File: config.mk
export PLATFORM = sky130hd
export DESIGN_NAME = button_click_classifier
export DESIGN_NICKNAME = d
export VERILOG_FILES = /design/src/bcc_pkg.sv /design/src/button_click_classifier.sv /design/src/bcc_key_lane.sv /design/src/bcc_merge.sv
export SDC_FILE = /design/constraint.sdc
export NUM_CORES = 1
export LEC_CHECK = 0
export ABC_AREA = 1
export CORE_ASPECT_RATIO = 0.8
export CORE_UTILIZATION = 55
export CTS_CLUSTER_DIAMETER = 40
export DETAILED_ROUTE_END_ITERATION = 8
export DONT_BUFFER_PORTS = 1
export PLACE_DENSITY = 0.76
export SLEW_MARGIN = 10
export SYNTH_ARGS = -nofsm -noshare
export SYNTH_HDL_FRONTEND = slang
export SYNTH_SLANG_ARGS = --single-unit
File: constraint.sdc
create_clock -name clk -period 3.9 [get_ports clk]
set_input_delay 0.39 -clock clk [delete_from_list [all_inputs] [get_ports clk]]
set_output_delay 0.39 -clock clk [all_outputs]
set_load 0.02 [all_outputs]
File: src/bcc_pkg.sv
// ---------------------------------------------------------------------------
// bcc_pkg
// Shared types and constants for the button click classifier.
// ---------------------------------------------------------------------------
package bcc_pkg;

  // Default number of keys, and how many have a level bit, enable bit and
  // result field.
  localparam int NUM_KEYS_DEF = 3;
  localparam int OUT_KEYS     = 3;

  localparam int TICK_W  = 32;
  localparam int TIME_W  = 16;
  localparam int EVENT_W = 3;
  localparam int COUNT_W = 3;

  localparam int IN_TDATA_W  = 40;  // 35 payload bits padded to whole bytes
  localparam int OUT_TDATA_W = 16;  // 9 payload bits padded to whole bytes
  localparam int CFG_IDX_W   = 2;
  localparam int CFG_DATA_W  = 16;

  // Register indexes.
  localparam logic [CFG_IDX_W-1:0] REG_LONG_PRESS = 2'd0;
  localparam logic [CFG_IDX_W-1:0] REG_CLICK_GAP  = 2'd1;
  localparam logic [CFG_IDX_W-1:0] REG_EVENT_MASK = 2'd2;

  localparam logic [TIME_W-1:0] LONG_PRESS_RST = 16'd1500;
  localparam logic [TIME_W-1:0] CLICK_GAP_RST  = 16'd200;

  // Event codes.
  localparam logic [EVENT_W-1:0] EV_NONE   = 3'd0;
  localparam logic [EVENT_W-1:0] EV_SINGLE = 3'd1;
  localparam logic [EVENT_W-1:0] EV_DOUBLE = 3'd2;
  localparam logic [EVENT_W-1:0] EV_TRIPLE = 3'd3;
  localparam logic [EVENT_W-1:0] EV_LONG   = 3'd4;

  localparam logic [COUNT_W-1:0] COUNT_MAX = 3'd7;

  typedef struct packed {
    logic [TIME_W-1:0] long_press_ms;
    logic [TIME_W-1:0] click_gap_ms;
  } timing_t;

endpackage

File: src/button_click_classifier.sv
// ---------------------------------------------------------------------------
// button_click_classifier
// Multi-click and long-press detector for a set of active-low keys.
//
//   channel   dir  handshake                       payload (lowest bit up)
//   s_axis    in   s_axis_tvalid / s_axis_tready   now_ticks[31:0], key_levels[34:32]
//   m_axis    out  m_axis_tvalid / m_axis_tready   key0_event, key1_event, key2_event
//   cfg       in   cfg_we                          cfg_index, cfg_data
//
// One scan per cycle. Each lane does one 32-bit subtract and compare, and the
// result is registered as the request is accepted. A new request is taken
// whenever the output register is empty or being drained. Reset is
// synchronous and restores the default timings, a zero mask and released keys.
// ---------------------------------------------------------------------------
module button_click_classifier #(
  parameter int NUM_KEYS = bcc_pkg::NUM_KEYS_DEF
) (
  input  logic                             clk,
  input  logic                             rst,
  input  logic                             s_axis_tvalid,
  output logic                             s_axis_tready,
  // now_ticks[31:0], key_levels[34:32], zero padding
  input  logic [bcc_pkg::IN_TDATA_W-1:0]   s_axis_tdata,
  output logic                             m_axis_tvalid,
  input  logic                             m_axis_tready,
  // key0_event[2:0], key1_event[5:3], key2_event[8:6], zero padding
  output logic [bcc_pkg::OUT_TDATA_W-1:0]  m_axis_tdata,
  input  logic                             cfg_we,
  input  logic [bcc_pkg::CFG_IDX_W-1:0]    cfg_index,
  input  logic [bcc_pkg::CFG_DATA_W-1:0]   cfg_data
);
  import bcc_pkg::*;

  timing_t                     timing;
  logic [OUT_KEYS-1:0]         event_enable_mask;
  logic                        scan_fire;
  logic [TICK_W-1:0]           now_ticks;
  logic [OUT_KEYS-1:0]         key_levels;
  logic [NUM_KEYS*EVENT_W-1:0] lane_events;

  assign now_ticks     = s_axis_tdata[TICK_W-1:0];
  assign key_levels    = s_axis_tdata[TICK_W +: OUT_KEYS];
  assign s_axis_tready = !m_axis_tvalid || m_axis_tready;
  assign scan_fire     = s_axis_tvalid && s_axis_tready;

  always_ff @(posedge clk) begin
    if (rst) begin
      timing.long_press_ms <= LONG_PRESS_RST;
      timing.click_gap_ms  <= CLICK_GAP_RST;
      event_enable_mask    <= '0;
    end else if (cfg_we) begin
      case (cfg_index)
        REG_LONG_PRESS: timing.long_press_ms <= cfg_data[TIME_W-1:0];
        REG_CLICK_GAP:  timing.click_gap_ms  <= cfg_data[TIME_W-1:0];
        REG_EVENT_MASK: event_enable_mask    <= cfg_data[OUT_KEYS-1:0];
        default: ;
      endcase
    end
  end

  for (genvar k = 0; k < NUM_KEYS; k++) begin : g_lane
    logic level;
    // Keys past the level field have no input and always read released.
    if (k < OUT_KEYS) begin : g_wired
      assign level = key_levels[k];
    end else begin : g_unwired
      assign level = 1'b1;
    end

    bcc_key_lane u_lane (
      .clk       (clk),
      .rst       (rst),
      .scan_fire (scan_fire),
      .now_ticks (now_ticks),
      .level     (level),
      .timing    (timing),
      .key_event (lane_events[k*EVENT_W +: EVENT_W])
    );
  end

  bcc_merge #(
    .NUM_KEYS (NUM_KEYS)
  ) u_merge (
    .clk               (clk),
    .rst               (rst),
    .scan_fire         (scan_fire),
    .lane_events       (lane_events),
    .event_enable_mask (event_enable_mask),
    .m_axis_tready     (m_axis_tready),
    .m_axis_tvalid     (m_axis_tvalid),
    .m_axis_tdata      (m_axis_tdata)
  );

endmodule

File: src/bcc_key_lane.sv
// ---------------------------------------------------------------------------
// bcc_key_lane
// Per-key state and classification for one key of a scan.
// ---------------------------------------------------------------------------
module bcc_key_lane (
  input  logic                          clk,
  input  logic                          rst,
  input  logic                          scan_fire,
  input  logic [bcc_pkg::TICK_W-1:0]    now_ticks,
  input  logic                          level,
  input  bcc_pkg::timing_t              timing,
  output logic [bcc_pkg::EVENT_W-1:0]   key_event
);
  import bcc_pkg::*;

  logic               prev_level;
  logic [TICK_W-1:0]  press_stamp;
  logic [TICK_W-1:0]  release_stamp;
  logic               long_armed;
  logic [COUNT_W-1:0] press_count;

  logic               fall;
  logic               held;
  logic               rise;
  logic               idle;
  logic [TICK_W-1:0]  stamp;
  logic [TIME_W-1:0]  limit;
  logic [TICK_W-1:0]  elapsed;
  logic               due;
  logic               long_hit;
  logic               gap_hit;

  assign fall = !level &&  prev_level;
  assign held = !level && !prev_level;
  assign rise =  level && !prev_level;
  assign idle =  level &&  prev_level;

  // A held key measures from its press, a released key from its release, so
  // one subtract and compare serves both.
  assign stamp   = level ? release_stamp : press_stamp;
  assign limit   = level ? timing.click_gap_ms : timing.long_press_ms;
  assign elapsed = now_ticks - stamp;
  assign due     = elapsed >= {{(TICK_W-TIME_W){1'b0}}, limit};

  assign long_hit = held && due && long_armed;
  assign gap_hit  = idle && due && (press_count != '0);

  always_comb begin
    key_event = EV_NONE;
    if (long_hit) begin
      key_event = EV_LONG;
    end else if (gap_hit && press_count <= COUNT_W'(EV_TRIPLE)) begin
      key_event = EVENT_W'(press_count);
    end
  end

  always_ff @(posedge clk) begin
    if (rst) begin
      prev_level    <= 1'b1;
      press_stamp   <= '0;
      release_stamp <= '0;
      long_armed    <= 1'b0;
      press_count   <= '0;
    end else if (scan_fire) begin
      prev_level <= level;
      if (fall) begin
        press_stamp <= now_ticks;
        long_armed  <= 1'b1;
        if (press_count != COUNT_MAX) begin
          press_count <= press_count + 1'b1;
        end
      end
      if (rise) begin
        release_stamp <= now_ticks;
      end
      if (long_hit) begin
        long_armed  <= 1'b0;
        press_count <= '0;
      end
      // Four or more presses end here too, silently.
      if (gap_hit) begin
        press_count <= '0;
      end
    end
  end

endmodule

File: src/bcc_merge.sv
// ---------------------------------------------------------------------------
// bcc_merge
// Masks the lane events and holds the result in the output register.
// ---------------------------------------------------------------------------
module bcc_merge #(
  parameter int NUM_KEYS = bcc_pkg::NUM_KEYS_DEF
) (
  input  logic                             clk,
  input  logic                             rst,
  input  logic                             scan_fire,
  input  logic [NUM_KEYS*bcc_pkg::EVENT_W-1:0] lane_events,
  input  logic [bcc_pkg::OUT_KEYS-1:0]     event_enable_mask,
  input  logic                             m_axis_tready,
  output logic                             m_axis_tvalid,
  output logic [bcc_pkg::OUT_TDATA_W-1:0]  m_axis_tdata
);
  import bcc_pkg::*;

  logic [OUT_KEYS*EVENT_W-1:0] merged;

  for (genvar k = 0; k < OUT_KEYS; k++) begin : g_field
    if (k < NUM_KEYS) begin : g_live
      assign merged[k*EVENT_W +: EVENT_W] =
        event_enable_mask[k] ? lane_events[k*EVENT_W +: EVENT_W] : EV_NONE;
    end else begin : g_absent
      assign merged[k*EVENT_W +: EVENT_W] = EV_NONE;
    end
  end

  always_ff @(posedge clk) begin
    if (rst) begin
      m_axis_tvalid <= 1'b0;
    end else if (scan_fire) begin
      m_axis_tvalid <= 1'b1;
    end else if (m_axis_tready) begin
      m_axis_tvalid <= 1'b0;
    end
  end

  always_ff @(posedge clk) begin
    if (scan_fire) begin
      m_axis_tdata <= {{(OUT_TDATA_W-OUT_KEYS*EVENT_W){1'b0}}, merged};
    end
  end

endmodule

# Yosys cells after proc, flatten, opt, wreduce, memory -nomap -nowiden
# Cells that the tools add are included.
[word_totals] wordCells=148 out_inout_bits=18 ff_bits=252 inputBits=63
[classes] bitwise=6 n_reduce_logical=68 n_eq_ne=5 n_addsub=6 mux=32 order_cmp=6
[ops] operator="32-bit by 16-bit >= comparator with 1-bit output" count=3
[ops] operator="32-bit two-way mux" count=3
[ops] operator="32-bit subtractor" count=3
[ops] operator="3-bit two-way mux" count=18
[ops] operator="16-bit two-way mux" count=3
[ops] operator="1-bit logical AND" count=28
[ops] operator="3-bit nonzero test" count=9
[ops] operator="2-bit AND reduction" count=12
[ops] operator="3-bit by 1-bit adder with 3-bit output, second input constant" count=3
[ops] operator="3-bit by 2-bit <= comparator with 1-bit output, second input constant" count=3
[ops] operator="3-bit != test, second input constant" count=3
[ops] operator="3-bit AND reduction" count=3
[ops] operator="3-bit OR reduction" count=3
[ops] operator="1-bit two-way mux" count=8
[ops] operator="2-bit nonzero test" count=4
[ops] operator="1-bit zero test" count=7
[ops] operator="1-bit NOT" count=6
[ops] operator="2-bit by 1-bit == test with 1-bit output, second input constant" count=1
[ops] operator="2-bit == test, second input constant" count=1
[ops] operator="2-bit zero test" count=1
[ops] operator="1-bit logical OR" count=1

# Depth between registers and ports, before layout
[depth] depth_word=8 mapped_depth=27 ltp_nobuf=27

# Hierarchy
# From an unflattened synthesis, not the netlist that was laid out.
[unflattened] hier_cells=3171 area_unflattened_um2=19780.2
[by_module_without_submodules] mod="bcc_key_lane (g_lane[2].u_lane)" area_each_um2=5989.5 seq_area_each_um2=1381.3 cells_each=975 n_inst=1
[by_module_without_submodules] mod="bcc_key_lane (g_lane[1].u_lane)" area_each_um2=5952.0 seq_area_each_um2=1381.3 cells_each=971 n_inst=1
[by_module_without_submodules] mod="bcc_key_lane (g_lane[0].u_lane)" area_each_um2=5949.5 seq_area_each_um2=1381.3 cells_each=974 n_inst=1
[by_module_without_submodules] mod="button_click_classifier" area_each_um2=1455.1 seq_area_each_um2=700.7 cells_each=211 n_inst=1
[by_module_without_submodules] mod="bcc_merge" area_each_um2=434.2 seq_area_each_um2=290.3 cells_each=40 n_inst=1

# Worst setup path after synthesis
# Ideal clock, no wire load.
[synth_path] path_kind="input to register" startpoint="input s_axis_tdata[32] (netlist name)" endpoint="register u_merge.m_axis_tdata[2] (netlist name), data pin" path_stages=26 setup_time_ps=265 setup_slack_ps=-20 t_arrival_ps=3655 required_ps=3635 n_path_buf=2 path_cell_list="clkbuf_1 -> buf_1 -> mux2i_1 -> ha_1 -> nand2_1 -> nand2_1 -> inv_1 -> nand2_2 -> nand2_1 -> nand2_1 -> nand2_1 -> nand2_1 -> xor2_1 -> ha_1 -> a21oi_1 -> nor2_1 -> a211oi_1 -> nand2_1 -> nor2_1 -> nand2_1 -> nor2_1 -> nand2_1 -> nor2_1 -> nand2_1 -> o2111ai_1 -> o21ai_0"
[synth_via] elab_chain_cells=8 word_cells_on_any_way=14 cone_classes="add/sub: 1; order compare: 1; mux: 4; reduce/logical: 8"
[synth_lines] item="start, declared" line="button_click_classifier.sv:23" rtl="input logic [bcc_pkg::IN_TDATA_W-1:0] s_axis_tdata,"
[synth_lines] item="32-bit two-way mux" line="bcc_key_lane.sv:40" rtl="assign stamp = level ? release_stamp : press_stamp;"
[synth_lines] item="32-bit subtractor" line="bcc_key_lane.sv:42" rtl="assign elapsed = now_ticks - stamp;"
[synth_lines] item="32-bit by 16-bit >= comparator with 1-bit output" line="bcc_key_lane.sv:43" rtl="assign due = elapsed >= {{(TICK_W-TIME_W){1'b0}}, limit};"
[synth_lines] item="1-bit logical AND (2 in series)" line="bcc_key_lane.sv:46" rtl="assign gap_hit = idle && due && (press_count != '0);"
[synth_lines] item="1-bit logical AND" line="bcc_key_lane.sv:52" rtl="end else if (gap_hit && press_count <= COUNT_W'(EV_TRIPLE)) begin"
[synth_lines] item="3-bit two-way mux" line="bcc_key_lane.sv:52"
[synth_lines] item="3-bit two-way mux (*)" line="bcc_key_lane.sv:50" rtl="if (long_hit) begin"
[synth_lines] item="end signal, assigned" line="bcc_merge.sv:42" rtl="m_axis_tdata <= {{(OUT_TDATA_W-OUT_KEYS*EVENT_W){1'b0}}, merged};"
[synth_lines] item="end, declared" line="bcc_merge.sv:15" rtl="output logic [bcc_pkg::OUT_TDATA_W-1:0] m_axis_tdata"
# Mark *: on every way between the ends. The rest lies on a longest branch, timed or not.
# A chain may end at the register's enable or synchronous reset.

# Worst setup path in the final report
[layout_path] startpoint="register g_lane[2].u_lane.release_stamp[1]" endpoint="register u_merge.m_axis_tdata[8] (netlist name), data pin"
[layout_via] elab_chain_cells=8 word_cells_on_any_way=10 cone_classes="add/sub: 1; order compare: 1; mux: 3; reduce/logical: 5"
[layout_lines] item="start, declared" line="bcc_key_lane.sv:18" rtl="logic [TICK_W-1:0] release_stamp;"
[layout_lines] item="start signal, assigned" line="bcc_key_lane.sv:74" rtl="release_stamp <= now_ticks;"
[layout_lines] item="32-bit two-way mux (*)" line="bcc_key_lane.sv:40"
[layout_lines] item="32-bit subtractor (*)" line="bcc_key_lane.sv:42"
[layout_lines] item="32-bit by 16-bit >= comparator with 1-bit output (*)" line="bcc_key_lane.sv:43"
[layout_lines] item="1-bit logical AND (2 in series)" line="bcc_key_lane.sv:46"
[layout_lines] item="1-bit logical AND" line="bcc_key_lane.sv:52"
[layout_lines] item="3-bit two-way mux" line="bcc_key_lane.sv:52"
[layout_lines] item="3-bit two-way mux (*)" line="bcc_key_lane.sv:50"
# Marks and branches as above.

==> impl_metrics.yaml <==
timing:
  slew_violations: 0
  worst_pin_slew_ns: 0.968
  setup-violations-final: 0
  fin_crit_ns: 3.65
  setup_ws_ns: 0.249
  finalHoldViolations: 0
  period_share_pct: 93.6
  slew_headroom_pct: 35.3
  fmax_mhz: 274
  skew_ns: 0.0185
  whs_ns: 0.00343
critical_path:
  crit_buf_inv: 2
  crit_fanout: 4
  max_stage_delay_ns: 0.44
  endpoint_kind: "register"
  cp.required_ns: 4.17
  path_depth: 23
  cp.arrival_ns: 3.92
  r2r_slack_ns: 0.25
  critical_path_class: "register to register"
  critical-path-top-delay-family: "simple AND/OR/NAND/NOR gates"
  cpMostUsedCell: "nand2_1"
  reg2reg_from: "g_lane[2].u_lane.release_stamp[1]"
  worst_r2r_endpoint: "u_merge.m_axis_tdata[8]"
  critPathLaunchType: "register"
  cp_cell_sequence: "or2_2 > o21ai_0 > inv_1 > fa_1 > inv_1 > nand2_1 > nand3_2 > nand2_1 > nand2_1 > xor2_1 > ha_1 > nand2_1 > nor2_1 > a211oi_1 > nand2_1 > nor2_1 > nand2_1 > nor2_1 > nand2_1 > nor2_2 > nand2_4 > o2111ai_2 > o21ai_0"
  startpoint: "g_lane[2].u_lane.release_stamp[1]"
  slowest_stage: "fa_1"
  ff2ff_path_depth: 23
synthesis:
  ys_top_cells_by_area: "dfxtp_1 (25%), nand2_1 (17%), nor2_1 (11%), ha_1 (10%), inv_1 (8.5%)"
  synth_area_leader_cell: "dfxtp_1"
  synth_edf_count: 9
  yosysTopAreaCellShare_pct: 25.4
  synth_warnings: 0
  syn_inst: 3134
  syn_area_mm2: 0.0192
  synth.distinct_cells: 37
  synthArstFlopShare_pct: 0
  yosysSeqAreaShare_pct: 26.8
  synth_ff_type: "dfxtp_1"
  ys_seq_elements: 252
  avgSynthCellArea_um2: 6.12
place:
  gp_congestion: 0.966
  io_buffers: 0
  post-place-ws_ns: -0.0346
  hpwl_um: 44400
floorplan:
  coreArea_mm2: 0.0340
  start_util_pct: 56.4
  die_w_um: 211
  pin_count: 81
  rows: 60
  die_h_um: 169
  dieArea_mm2: 0.0356
finish:
  diodes: 0
  num-fill-cells: 3185
  fin_nets: 3375
  drive_gt1_share_pct: 4.56
  final_cell_mix: "nand2_1 (877), nor2_1 (549), inv_1 (435)"
  area_delta_synth_final_pct: 11.6
  layout_commonest_cell: "nand2_1"
  multi_input_area_mm2: 0.0121
  regArea_mm2: 0.00513
clock_tree:
  cts_root_buf: "clkbuf_16"
  numCtsBuffers: 38
  cts_tree: "built"
  path_clk_slew_ns: 0.06
  clk_latency_ns: 0.54
  cts_sinks: 252
  cts-htree-levels: 2
  clock_path_buffers: 3
routing:
  via_per_inst: 5.41
  drc: 0
  drtIter0Drc: 1936
  detail_route.first_pass.iterations: 6
  totalWireLength_um: 63200
  drtAntennaViolNets: 0
  wire_per_inst_um: 17.3
  vias: 19708
grt:
  first_global_vias: 18189
  grt_antenna_before_repair: 0
  grt_max_degree: 109
  grtUsageTotal_pct: 35.7
  grt_pass1_wl_um: 100000
  gr-total-overflow: 0
hold_path:
  hp-start: "s_axis_tdata[6]"
  whs_endpoint: "g_lane[2].u_lane.press_stamp[6]"
  worstHoldPathType: "input port to register"
  hold_depth: 2
flow_run:
  drv_cap: 0
status:
  status: "finished clean"
power_and_ir_drop:
  power_mw: 8.52
  peakVddDrop_v: 0.000409
  p_leak_nw: 11.5
  power.density_mw_per_mm2: 398
[per-stage QoR]
step                      util, %  cell area [um2]  setup TNS, ns  std cells
after global placement       57.8            19600              0       3535
after floorplan                 -            19200              0       3140
after CTS                    62.7            21300              0       3643
after global routing         62.9            21400        -0.0202       3644
after detailed placement     57.8            19600        -0.0346       3535
final                        62.9            21400              0       3644
[layer usage]
layer	up-vias	routed length (um)	part of all wire (%)	track usage (%)
met4	0	2540	4.0	13.9
met2	805	26400	42	54.6
li1	9899	-	-	-
met5	-	0	0	0
met1	8870	29100	46	50.1
met3	134	5160	8.2	5.83
[power by group]
part / switching (mW) / internal, mW / leakage [nW]
Combinational: 1.46 / 0.795 / 8.79
Sequential: 0.0782 / 2.73 / 2.08
Clock: 1.38 / 2.09 / 0.645
Total: 2.91 / 5.61 / 11.5
[cells by family after synthesis]
family                     after synthesis  share of synthesized area [%]
muxes                                   87                           4.54
other                                    1                         0.0195
buffers and inverters                  534                           10.6
DFF                                    252                           26.8
AOI/OAI and AO/OA                      426                           11.6
adders and majority gates              162                           10.7
and+or+nand+nor                       1627                           33.7
xor gates and xnor gates                45                           2.05
[synthesized netlist by cell type (6+ instances only)]
cell,number
a211oi_1,6
a21oi_1,117
buf_1,9
buf_4,7
clkbuf_1,80
dfxtp_1,243
edfxtp_1,9
ha_1,159
inv_1,436
mux2i_1,87
nand2_1,882
nand3_1,107
nand3b_1,9
nand4_1,20
nor2_1,554
nor3_1,19
o211ai_1,9
o21ai_0,278
o21bai_1,7
or2_2,9
xnor2_1,7
xor2_1,38
[state kept, by name (all words and copies together), names as in the netlist]
signal / count
u_merge.m_axis_tdata: 9
timing: 32
g_lane.u_lane.press_stamp: 96
u_merge.m_axis_tvalid: 1
g_lane.u_lane.release_stamp: 96
g_lane.u_lane.press_count: 9
g_lane.u_lane.prev_level: 3
g_lane.u_lane.long_armed: 3
event_enable_mask: 3
[worst max path at each step]
stage / to
2_1_floorplan: u_merge.m_axis_tdata[8]
6_report: u_merge.m_axis_tdata[8]
3_3_place_gp: u_merge.m_axis_tdata[8]
3_5_place_dp: u_merge.m_axis_tdata[8]
5_1_grt: u_merge.m_axis_tdata[8]
4_1_cts: u_merge.m_axis_tdata[8]
[final cells by class]
| class | instances | area share [%] |
|---|---|---|
| clock buffer | 43 | 4.82 |
| clock inverter | 26 | 1.22 |
| inverter | 437 | 7.67 |
| multi-input combinational | 2354 | 56.7 |
| sequential | 252 | 24.0 |
| tap | 465 | 2.72 |
| timing repair buffer | 67 | 2.88 |
[timing repair]
action	CTS	global route
endpoints found under the setup margin	0	19
setup buffers	0	0
hold buffers	39	1
hold endpoints to repair	137	1
resized for setup	0	18
Power figures use the tool's default switching activity.
